`config.mk`:
```
export PLATFORM = sky130hd
export DESIGN_NAME = heater_pid_pwm_controller
export DESIGN_NICKNAME = d
export VERILOG_FILES = /design/src/rtl/hpp_pkg.sv /design/src/rtl/heater_pid_pwm_controller.sv
export SDC_FILE = /design/constraint.sdc
export NUM_CORES = 1
export LEC_CHECK = 0
export ABC_CLOCK_PERIOD_IN_PS = 27400
export BUFFER_PORTS_ARGS = -buffer_cell sky130_fd_sc_hd__buf_2
export CAP_MARGIN = 0
export CORE_ASPECT_RATIO = 1.5
export CORE_MARGIN = 5
export CORE_UTILIZATION = 53
export CTS_BUF_LIST = sky130_fd_sc_hd__clkbuf_8
export DETAILED_ROUTE_END_ITERATION = 8
export GPL_ROUTABILITY_DRIVEN = 0
export PLACE_DENSITY = 0.69
export SLEW_MARGIN = 40
export SYNTH_ARGS = -nofsm -noshare
export SYNTH_HDL_FRONTEND = slang
export SYNTH_SLANG_ARGS = --single-unit
```
`constraint.sdc`:
```
create_clock -name clk -period 27.4 [get_ports clk]
set_clock_uncertainty 0.1 [all_clocks]
set_input_delay 0 -clock clk [delete_from_list [all_inputs] [get_ports clk]]
set_output_delay 0 -clock clk [all_outputs]
set_load 0.005 [all_outputs]
```
`src/rtl/hpp_pkg.sv`:
```
package hpp_pkg;

    // Field widths
    localparam int unsigned LEVEL_W = 2;
    localparam int unsigned TEMP_W  = 12;
    localparam int unsigned DUTY_W  = 7;
    localparam int unsigned TIMER_W = 8;
    localparam int unsigned GAIN_W  = 16;
    localparam int unsigned CFG_W   = 16;
    localparam int unsigned IDX_W   = 3;

    // Only the low 16 bits of the PID sum are ever looked at, so the
    // error memory and the products are kept at this width.
    localparam int unsigned PID_W = 16;

    localparam int unsigned IN_DATA_W  = 16;
    localparam int unsigned OUT_DATA_W = 8;

    // PWM period in counter steps (full duty)
    localparam logic [DUTY_W-1:0] PWM_STEPS = 7'd100;

    // Heat level codes
    localparam logic [LEVEL_W-1:0] HEAT_OFF   = 2'd0;
    localparam logic [LEVEL_W-1:0] HEAT_ONE   = 2'd1;
    localparam logic [LEVEL_W-1:0] HEAT_TWO   = 2'd2;
    localparam logic [LEVEL_W-1:0] HEAT_THREE = 2'd3;

    // Register indexes
    localparam logic [IDX_W-1:0] REG_SP_ONE   = 3'd0;
    localparam logic [IDX_W-1:0] REG_SP_TWO   = 3'd1;
    localparam logic [IDX_W-1:0] REG_SP_THREE = 3'd2;
    localparam logic [IDX_W-1:0] REG_KP       = 3'd3;
    localparam logic [IDX_W-1:0] REG_KI       = 3'd4;
    localparam logic [IDX_W-1:0] REG_KD       = 3'd5;
    localparam logic [IDX_W-1:0] REG_MARGIN   = 3'd6;
    localparam logic [IDX_W-1:0] REG_PERIOD   = 3'd7;

    // Register reset values
    localparam logic [TEMP_W-1:0]  SP_ONE_RST   = 12'd700;
    localparam logic [TEMP_W-1:0]  SP_TWO_RST   = 12'd780;
    localparam logic [TEMP_W-1:0]  SP_THREE_RST = 12'd930;
    localparam logic [GAIN_W-1:0]  KP_RST       = 16'd18;
    localparam logic [GAIN_W-1:0]  KI_RST       = 16'd0;
    localparam logic [GAIN_W-1:0]  KD_RST       = 16'd0;
    localparam logic [TEMP_W-1:0]  MARGIN_RST   = 12'd30;
    localparam logic [TIMER_W-1:0] PERIOD_RST   = 8'd100;

endpackage

```
`src/rtl/heater_pid_pwm_controller.sv`:
```
// Channel   Dir  Handshake                    Payload
// s_axis    in   s_axis_tvalid/s_axis_tready  heat_level[1:0], temperature[13:2]
// m_axis    out  m_axis_tvalid/m_axis_tready  duty[6:0], heater_on[7]
// cfg       in   cfg_wr_en (no wait)          cfg_index selects, cfg_data value
//
// One request per cycle sustained while m_axis_tready stays high; a request is
// held in the input register, then its result in the state/result registers.
// The path between them is the PID sum: three 16x16 multiplies in parallel.
// Reset clears all control state and loads the register defaults.
// When m_axis_tready is low the result holds and one more request is
// buffered in the input register before s_axis_tready drops.
module heater_pid_pwm_controller
(
    input  logic                              clk,
    input  logic                              rst_n,

    input  logic                              s_axis_tvalid,
    output logic                              s_axis_tready,
    // [1:0] heat_level, [13:2] temperature, [15:14] zero
    input  logic [hpp_pkg::IN_DATA_W-1:0]     s_axis_tdata,

    output logic                              m_axis_tvalid,
    input  logic                              m_axis_tready,
    // [6:0] duty, [7] heater_on
    output logic [hpp_pkg::OUT_DATA_W-1:0]    m_axis_tdata,

    input  logic                              cfg_wr_en,
    input  logic [hpp_pkg::IDX_W-1:0]         cfg_index,
    input  logic [hpp_pkg::CFG_W-1:0]         cfg_data
);

    // Configuration registers
    logic [hpp_pkg::TEMP_W-1:0]  sp_one_reg;
    logic [hpp_pkg::TEMP_W-1:0]  sp_two_reg;
    logic [hpp_pkg::TEMP_W-1:0]  sp_three_reg;
    logic [hpp_pkg::GAIN_W-1:0]  kp_reg;
    logic [hpp_pkg::GAIN_W-1:0]  ki_reg;
    logic [hpp_pkg::GAIN_W-1:0]  kd_reg;
    logic [hpp_pkg::TEMP_W-1:0]  margin_reg;
    logic [hpp_pkg::TIMER_W-1:0] period_reg;

    // Input stage
    logic                         in_valid_reg;
    logic [hpp_pkg::LEVEL_W-1:0]  in_level_reg;
    logic [hpp_pkg::TEMP_W-1:0]   in_temp_reg;

    // Controller state; duty and drive are also the result payload
    logic                         out_valid_reg;
    logic [hpp_pkg::TIMER_W-1:0]  timer_reg,   timer_next;
    logic [hpp_pkg::DUTY_W-1:0]   pwm_cnt_reg, pwm_cnt_next;
    logic [hpp_pkg::DUTY_W-1:0]   duty_reg,    duty_next;
    logic [hpp_pkg::PID_W-1:0]    esum_reg,    esum_next;
    logic [hpp_pkg::PID_W-1:0]    perr_reg,    perr_next;
    logic                         drive_reg,   drive_next;

    logic in_take;
    logic step;

    // Datapath
    logic [hpp_pkg::TEMP_W-1:0]  setpoint;
    logic                        below;
    logic [hpp_pkg::TEMP_W-1:0]  gap;
    logic [hpp_pkg::TIMER_W-1:0] timer_inc;
    logic [hpp_pkg::PID_W-1:0]   err;
    logic [hpp_pkg::PID_W-1:0]   esum_upd;
    logic [hpp_pkg::PID_W-1:0]   derr;
    logic [hpp_pkg::PID_W-1:0]   prod_p;
    logic [hpp_pkg::PID_W-1:0]   prod_i;
    logic [hpp_pkg::PID_W-1:0]   prod_d;
    logic [hpp_pkg::PID_W-1:0]   pid_raw;
    logic [hpp_pkg::DUTY_W-1:0]  pid_duty;
    logic [hpp_pkg::DUTY_W-1:0]  cnt_base;
    logic [hpp_pkg::DUTY_W-1:0]  cnt_inc;

    // Handshake: the state advances when the result slot is free or drains
    assign step          = in_valid_reg && (!out_valid_reg || m_axis_tready);
    assign s_axis_tready = !in_valid_reg || step;
    assign in_take       = s_axis_tvalid && s_axis_tready;

    assign m_axis_tvalid = out_valid_reg;
    assign m_axis_tdata  = {drive_reg, duty_reg};

    // Configuration writes
    always_ff @(posedge clk or negedge rst_n)
    begin
        if (!rst_n)
        begin
            sp_one_reg   <= hpp_pkg::SP_ONE_RST;
            sp_two_reg   <= hpp_pkg::SP_TWO_RST;
            sp_three_reg <= hpp_pkg::SP_THREE_RST;
            kp_reg       <= hpp_pkg::KP_RST;
            ki_reg       <= hpp_pkg::KI_RST;
            kd_reg       <= hpp_pkg::KD_RST;
            margin_reg   <= hpp_pkg::MARGIN_RST;
            period_reg   <= hpp_pkg::PERIOD_RST;
        end
        else if (cfg_wr_en)
        begin
            unique case (cfg_index)
                hpp_pkg::REG_SP_ONE:   sp_one_reg   <= cfg_data[hpp_pkg::TEMP_W-1:0];
                hpp_pkg::REG_SP_TWO:   sp_two_reg   <= cfg_data[hpp_pkg::TEMP_W-1:0];
                hpp_pkg::REG_SP_THREE: sp_three_reg <= cfg_data[hpp_pkg::TEMP_W-1:0];
                hpp_pkg::REG_KP:       kp_reg       <= cfg_data[hpp_pkg::GAIN_W-1:0];
                hpp_pkg::REG_KI:       ki_reg       <= cfg_data[hpp_pkg::GAIN_W-1:0];
                hpp_pkg::REG_KD:       kd_reg       <= cfg_data[hpp_pkg::GAIN_W-1:0];
                hpp_pkg::REG_MARGIN:   margin_reg   <= cfg_data[hpp_pkg::TEMP_W-1:0];
                hpp_pkg::REG_PERIOD:   period_reg   <= cfg_data[hpp_pkg::TIMER_W-1:0];
            endcase
        end
    end

    // Input register
    always_ff @(posedge clk or negedge rst_n)
    begin
        if (!rst_n)
        begin
            in_valid_reg <= 1'b0;
        end
        else if (s_axis_tready)
        begin
            in_valid_reg <= s_axis_tvalid;
        end
    end

    always_ff @(posedge clk or negedge rst_n)
    begin
        if (!rst_n)
        begin
            in_level_reg <= hpp_pkg::HEAT_OFF;
            in_temp_reg  <= '0;
        end
        else if (in_take)
        begin
            in_level_reg <= s_axis_tdata[hpp_pkg::LEVEL_W-1:0];
            in_temp_reg  <= s_axis_tdata[hpp_pkg::LEVEL_W +: hpp_pkg::TEMP_W];
        end
    end

    // Setpoint select and error terms
    always_comb
    begin
        unique case (in_level_reg)
            hpp_pkg::HEAT_ONE:   setpoint = sp_one_reg;
            hpp_pkg::HEAT_TWO:   setpoint = sp_two_reg;
            hpp_pkg::HEAT_THREE: setpoint = sp_three_reg;
            hpp_pkg::HEAT_OFF:   setpoint = sp_one_reg;
        endcase
    end

    assign below     = setpoint > in_temp_reg;
    assign gap       = setpoint - in_temp_reg;
    assign timer_inc = timer_reg + 8'd1;
    assign err       = {{(hpp_pkg::PID_W - hpp_pkg::TEMP_W){1'b0}}, gap};
    assign esum_upd  = esum_reg + err;
    assign derr      = err - perr_reg;

    // PID sum, low 16 bits only
    assign prod_p  = kp_reg * err;
    assign prod_i  = ki_reg * esum_upd;
    assign prod_d  = kd_reg * derr;
    assign pid_raw = prod_p + prod_i + prod_d;

    // Negative reads as zero, large values clamp to full duty
    always_comb
    begin
        priority if (pid_raw[hpp_pkg::PID_W-1])
            pid_duty = '0;
        else if (pid_raw > {{(hpp_pkg::PID_W - hpp_pkg::DUTY_W){1'b0}}, hpp_pkg::PWM_STEPS})
            pid_duty = hpp_pkg::PWM_STEPS;
        else
            pid_duty = pid_raw[hpp_pkg::DUTY_W-1:0];
    end

    // Next controller state for the item in the input register
    always_comb
    begin
        timer_next   = timer_reg;
        pwm_cnt_next = pwm_cnt_reg;
        duty_next    = duty_reg;
        esum_next    = esum_reg;
        perr_next    = perr_reg;
        drive_next   = drive_reg;
        cnt_base     = pwm_cnt_reg;
        cnt_inc      = '0;

        if (in_level_reg == hpp_pkg::HEAT_OFF)
        begin
            timer_next   = '0;
            pwm_cnt_next = '0;
            duty_next    = '0;
            drive_next   = 1'b0;
        end
        else
        begin
            // duty selection
            if (below)
            begin
                if (gap >= margin_reg)
                begin
                    duty_next = hpp_pkg::PWM_STEPS;
                end
                else if (timer_inc >= period_reg)
                begin
                    timer_next = '0;
                    cnt_base   = '0;
                    duty_next  = pid_duty;
                    esum_next  = esum_upd;
                    perr_next  = err;
                end
                else
                begin
                    timer_next = timer_inc;
                end
            end
            else
            begin
                duty_next = '0;
            end

            // PWM drive; drive level holds across the wrap
            cnt_inc = cnt_base + 7'd1;
            priority if (cnt_inc <= duty_next)
            begin
                pwm_cnt_next = cnt_inc;
                drive_next   = 1'b1;
            end
            else if (cnt_inc <= hpp_pkg::PWM_STEPS)
            begin
                pwm_cnt_next = cnt_inc;
                drive_next   = 1'b0;
            end
            else
            begin
                pwm_cnt_next = '0;
            end
        end
    end

    // State and result registers
    always_ff @(posedge clk or negedge rst_n)
    begin
        if (!rst_n)
        begin
            out_valid_reg <= 1'b0;
            timer_reg     <= '0;
            pwm_cnt_reg   <= '0;
            duty_reg      <= '0;
            esum_reg      <= '0;
            perr_reg      <= '0;
            drive_reg     <= 1'b0;
        end
        else
        begin
            if (step)
            begin
                out_valid_reg <= 1'b1;
                timer_reg     <= timer_next;
                pwm_cnt_reg   <= pwm_cnt_next;
                duty_reg      <= duty_next;
                esum_reg      <= esum_next;
                perr_reg      <= perr_next;
                drive_reg     <= drive_next;
            end
            else if (m_axis_tready)
            begin
                out_valid_reg <= 1'b0;
            end
        end
    end

endmodule

```
==> metrics.txt, run 1 <==
outcome completed; Starting Density a little over half; CP Data Required Time 27.73 ns; max frequency 69.3 MHz; simple-gate share of the synthesized area 14.2%; core area 40100 sq um; die area 44700 sq um; CP Max Fanout 26; clk sinks 171; multi-input logic area 15500 sq um; commonest non-fill, non-tap cell in the layout inv_1; FILL cells 3453; Nets between 2000 and 3000; final worst path period share 52.6%; Post-Synth XOR/XNOR Area approximately 5.7%; Post-route DRC 0; FF+latch area about 4300 sq um; antenna viol nets, final 0; Setup TNS 0 ns; Post-synth top flop dfrtp_1; setup bufs post-CTS 0; # IOs 50; multiplexer area fraction after synthesis 6.80%; register area share after synthesis 20.1%; Synth Net Count 2712; Synth Area in Compound Gates 6.86%; met2 routed WL 30400 um; clock buffer depth 2; TritonCTS buffer count 17; leading area contributor after synthesis fa_1; hold buffer count at CTS 37; synthesized flop and latch total 171; Die X 174 um; Least-Margin Pin Slew 0.881 ns; clock period minus final worst setup slack 14.42 ns; Area Overhead vs Synth 8.17%; Via density approximately 5.7; DR iter-0 viols between 700 and 800; async set or reset register ratio after synthesis 100%; Hold Path Class primary input to flip-flop; final hold viol count 0; top post-synthesis cells by area fa_1 27%, dfrtp_1 17%, ha_1 11%; Crit path max-delay family adder cells; largest family of logic cells by synthesized area adder cells; met3 wire length 3170 um; setup violators final 0; Mean Syn Cell Area a little under 10 sq um; vias in the first global route 17006; internal reg-to-reg setup slack 12.98 ns; antenna violations before repair 2; Max-slew headroom 41.1%; Post-Synthesis Cells 2188; critical path's most frequent cell fa_1; clk slew on worst S/H paths 0.11 ns; Synth cell types 75; YS warnings 0; Max Cap Viol 0; Worst Path Class, Setup flip-flop to flip-flop; post-synthesis cell area around 21000 sq um; PortBufs 47; Worst EP arrival 14.75 ns; first-pass GRT wire length 91300 um; GRT Residual Overflow 0; largest net degree at the start of global routing 106; Critical Path End Type flip-flop; WL per Instance 20.6 um; H-tree lvl count 4; crit-path max cell delay a little over 0.9 ns; CP Launch Type flip-flop; Die H 256 um; Worst Path Buf+Inv 6; root buf cell clkbuf_8; drt first pass iters 6; area share of the largest cell type after synthesis 26.9%; total wire length 57200 um; max layer used met4; share of cells above drive strength 1 12.7%; unrepaired setup endpoints after global routing no; Detailed Place HPWL 45600 um; GR Util All Layers 26.3%; Post-CTS Resized 0; most frequent cells in the layout 386 x inv_1, 288 x fa_1, 277 x nand2_1, 196 x ha_1, 146 x dfrtp_1; Post-synth EDFFs 0; met1 wire length 19900 um; Vias roughly 16000; FP Rows 90; TritonCTS clock tree built; max-slew violation count 0; Adder-Cell Fraction of Synth Area 38.3%; slowest stage cell, crit path dfrtp_1; worst skew pair latency 0.50 ns
==> stage by stage <==
stage	setup slack [ns]	std cells	instance area, sq um	hold slack, ns	utilization (%)
final	12.98	2773	23200	0.0411	57.9
after global routing	12.34	2773	23200	0.0246	57.9
after CTS	12.77	2770	23100	0.00820	57.7
after detailed placement	12.82	2701	22400	0.0112	55.8
after global placement	13.06	2697	22300	0.0820	55.6
after floorplan	14.73	2188	21400	-0.396	-
==> area by class of cell <==
cell class	instances	share of cell area [%]
Multi-Input combinational cell	1558	66.7
Sequential cell	171	18.6
Inverter	387	6.26
Timing Repair Buffer	118	3.90
Tap cell	506	2.73
Clock buffer	18	1.07
Clock inverter	14	0.723
Antenna cell	1	0.0108
==> layer usage <==
metal | global-route usage [%] | vias to the layer above
li1 | - | 7023
met3 | 3.95 | 208
met5 | 0 | -
met1 | 29.1 | 7977
met2 | 48.1 | 569
met4 | 14.6 | 0
==> cells by family after synthesis <==
kind of cell	Yosys count
AND/OR/NAND/NOR	619
XOR/XNOR	117
flip-flops	171
multiplexers	131
adder cells (fa/ha/maj)	484
AO/OA/AOI/OAI	207
buffers and inverters	459
==> worst reg2reg max path, delay by kind of cell, from the launching register on <==
| family | cells | cell delay, ns |
|---|---|---|
| AOI/OAI and AO/OA | 19 | 4.30 |
| xor gates and xnor gates | 4 | 1.68 |
| adders and majority gates | 13 | 5.87 |
| buffers and inverters | 6 | 0.55 |
| DFF | 1 | 0.91 |
| and+or+nand+nor | 7 | 0.98 |
==> worst paths after layout <==
kind | depth (start not counted) | from | end
min in group asynchronous | 3 | rst_n | ki_reg[8]
max reg2reg | 49 | in_level_reg[1] | pwm_cnt_reg[0]
min reg2reg | 2 | perr_reg[1] | perr_reg[1]
max in group asynchronous | 5 | rst_n | pwm_cnt_reg[5]
max | 49 | in_level_reg[1] | pwm_cnt_reg[0]
min | 4 | cfg_wr_en | kd_reg[9]
==> cells in the mapped netlist, types with 17 or more instances <==
master    count
and2_1      136
xor2_1       23
inv_1       386
nor2_1       54
nand2_1     278
fa_1        288
dfstp_2      24
xnor2_1      78
nor3_1       17
dfrtp_1     147
nand3_1      18
clkbuf_1     67
ha_1        196
nand2b_1     24
o21ai_0      47
a21o_1       26
nor2b_1      63
mux2_2      118
a21oi_1      45
Power of run 1 is not shown: default switching activity piles up to over one toggle a cycle in this logic, so the estimate is an artifact.
==> inputs of run 2 (changes only) <==
--- a/config.mk
+++ b/config.mk
@@ -5,7 +5,7 @@
 export SDC_FILE = /design/constraint.sdc
 export NUM_CORES = 1
 export LEC_CHECK = 0
-export ABC_CLOCK_PERIOD_IN_PS = 27400
+export ABC_CLOCK_PERIOD_IN_PS = 12760
 export BUFFER_PORTS_ARGS = -buffer_cell sky130_fd_sc_hd__buf_2
 export CAP_MARGIN = 0
 export CORE_ASPECT_RATIO = 1.5
@@ -14,7 +14,7 @@
 export CTS_BUF_LIST = sky130_fd_sc_hd__clkbuf_8
 export DETAILED_ROUTE_END_ITERATION = 8
 export GPL_ROUTABILITY_DRIVEN = 0
-export PLACE_DENSITY = 0.69
+export PLACE_DENSITY = 0.72
 export SLEW_MARGIN = 40
 export SYNTH_ARGS = -nofsm -noshare
 export SYNTH_HDL_FRONTEND = slang
==> constraint.sdc (replaced) <==
create_clock -name clk -period 12.76 [get_ports clk]
set_clock_uncertainty 0.1 [all_clocks]
set_input_delay 0 -clock clk [delete_from_list [all_inputs] [get_ports clk]]
set_output_delay 0 -clock clk [all_outputs]
set_load 0.005 [all_outputs]
==> run 2 against run 1 <==
Compared with the run above: first-iteration DRC count increased by 20%; clock-buffer cell count decreased by 1; flip-flop and latch count unchanged; sequential share of layout area decreased by 0.35 points; worst setup slack got worse by 12 ns; maximum frequency increased by 18%.
==> metrics.txt, run 2 (synthesized netlist as in run 1, its figures left out) <==
first-pass GRT wire length 91600 um; GR Util All Layers 26.1%; busiest grt layer met2; Least-Margin Pin Slew 0.802 ns; CP Launch Type flip-flop; crit-path max cell delay 0.56 ns; die area 44700 sq um; met2 Track Usage GR between 40 and 50%; WHS 0.0234 ns; Critical R2R Capture pwm_cnt_reg[0]; root buf cell clkbuf_8; TritonCTS clock tree built; internal reg-to-reg setup slack 0.51 ns; # IOs 50; Detailed Place HPWL 46200 um; max frequency 81.6 MHz; antenna violations before repair 2; met3 Use GR under 10%; placed cells 2746; Via density approximately 5.6; Final Core Density 59.0%; H-tree lvl count 4; DR iter-0 viols between 900 and 1000; Max Cap Viol 0; vias in the first global route 17553; commonest non-fill, non-tap cell in the layout inv_1; CP Max Fanout 5; clock period minus final worst setup slack about 12 ns; critical path's most frequent cell fa_1; clk slew on worst S/H paths ~0.10 ns; outcome completed; Starting Density 53.5%; core area 40100 sq um; Area Overhead vs Synth 10.3%; Finished Cell Area roughly 24000 sq um; reg2reg path depth 52; max-slew violation count 0; final hold viol count 0; Worst Path Class, Setup flip-flop to flip-flop; Vias 15853; Die H 256 um; Hold Path Class primary input to asynchronous set/reset pin; worst skew pair latency between 0.4 and 0.5 ns; slowest stage cell, crit path fa_1; clock buffer depth 2; most frequent cells in the layout 386 x inv_1, 283 x fa_1, 277 x nand2_1, 195 x ha_1, 145 x dfrtp_1; final worst path period share 96.0%; Critical Path End Type flip-flop; total wire length 57200 um; share of cells above drive strength 1 15.8%; met1 usage 27.4%; PortBufs 47; largest net degree at the start of global routing 67; Die X 174 um; setup violators final 0; CP Data Required Time 13.10 ns; Nets between 2000 and 3000; antenna viol nets, final 0; GRT Residual Overflow 0; drt first pass iters 7; placed inst area 22600 sq um; Post-route DRC 0; Post-Layout Cell Count between 2000 and 3000; FP Rows 90; Max-slew headroom 46.1%; Worst EP arrival around 13 ns; TritonCTS buffer count 17; clk sinks 171; WL per Instance 20.3 um; r2r startpoint in_level_reg[0]
[run 2: cell count changes in the layout (fill, tap and decap cells not counted), moves of 3 or more]
cell           delta
xnor2_2           +3
nor2_1            -3
fa_2              +5
nor3_1            -3
fa_1              -5
dlygate4sd3_1     -4
nor3_2            +4
o21ai_0           -4
nor2_2            +3
buf_4            +51
[run 2: how the worst max path moves through the flow]
| stage | startpoint | endpoint | slack, ns | cells after the start |
|---|---|---|---|---|
| 3_3_place_gp | in_level_reg[0] | pwm_cnt_reg[0] | 0.24 | 51 |
| 4_1_cts | in_level_reg[0] | pwm_cnt_reg[0] | 0.02 | 51 |
| 5_1_grt | sp_three_reg[1] | pwm_cnt_reg[2] | -0.09 | 48 |
| 3_5_place_dp | in_level_reg[0] | pwm_cnt_reg[0] | -0.004 | 51 |
| 2_1_floorplan | in_level_reg[0] | pwm_cnt_reg[0] | 0.09 | 52 |
| 6_report | in_level_reg[0] | pwm_cnt_reg[0] | 0.51 | 52 |
[run 2: per-layer routing]
layer	wire length (um)	vias up
li1	-	7105
met1	19700	8018
met2	30600	506
met3	2370	224
met4	4550	0
met5	0	-
[run 2: worst max-delay path: cells and delay by family, from the launching register on]
kind            cells  cell delay (ns)
compound gates     14             2.64
xor+xnor           10             2.31
fa+ha+maj          12             4.86
buf+inv             7             0.67
flops               1             0.46
mux                 1             0.21
simple gates        8             0.96
[run 2: through the flow]
step	setup TNS [ns]	worst slack (ns)
after detailed placement	-0.00632	-0.00414
after global routing	-0.399	-0.0856
after floorplan	0	0.0860
after CTS	0	0.0230
final	0	0.507
after global placement	0	0.239
[run 2: repair_timing]
| item | in CTS | in global routing |
|---|---|---|
| gates resized for setup | 1 | 41 |
| pin swaps | 0 | 36 |
| hold endpoints to repair | 235 | 0 |
| hold buffers | 35 | 0 |
| setup endpoints to repair | 5 | 8 |
| gates cloned | 0 | 0 |
| setup buffers | 0 | 8 |
[run 2: area by class of cell]
class                           instances  area [sq um]
Inverter                              387          1450
Sequential cell                       171          4310
Clock inverter                         15           178
Timing Repair Buffer                  167          1270
Antenna cell                            1          2.50
Clock buffer                           17           234
Tap cell                              506           633
Multi-Input combinational cell       1558         15600
Fill cell                            3359         16400
Power of run 2 is left out for the same reason.
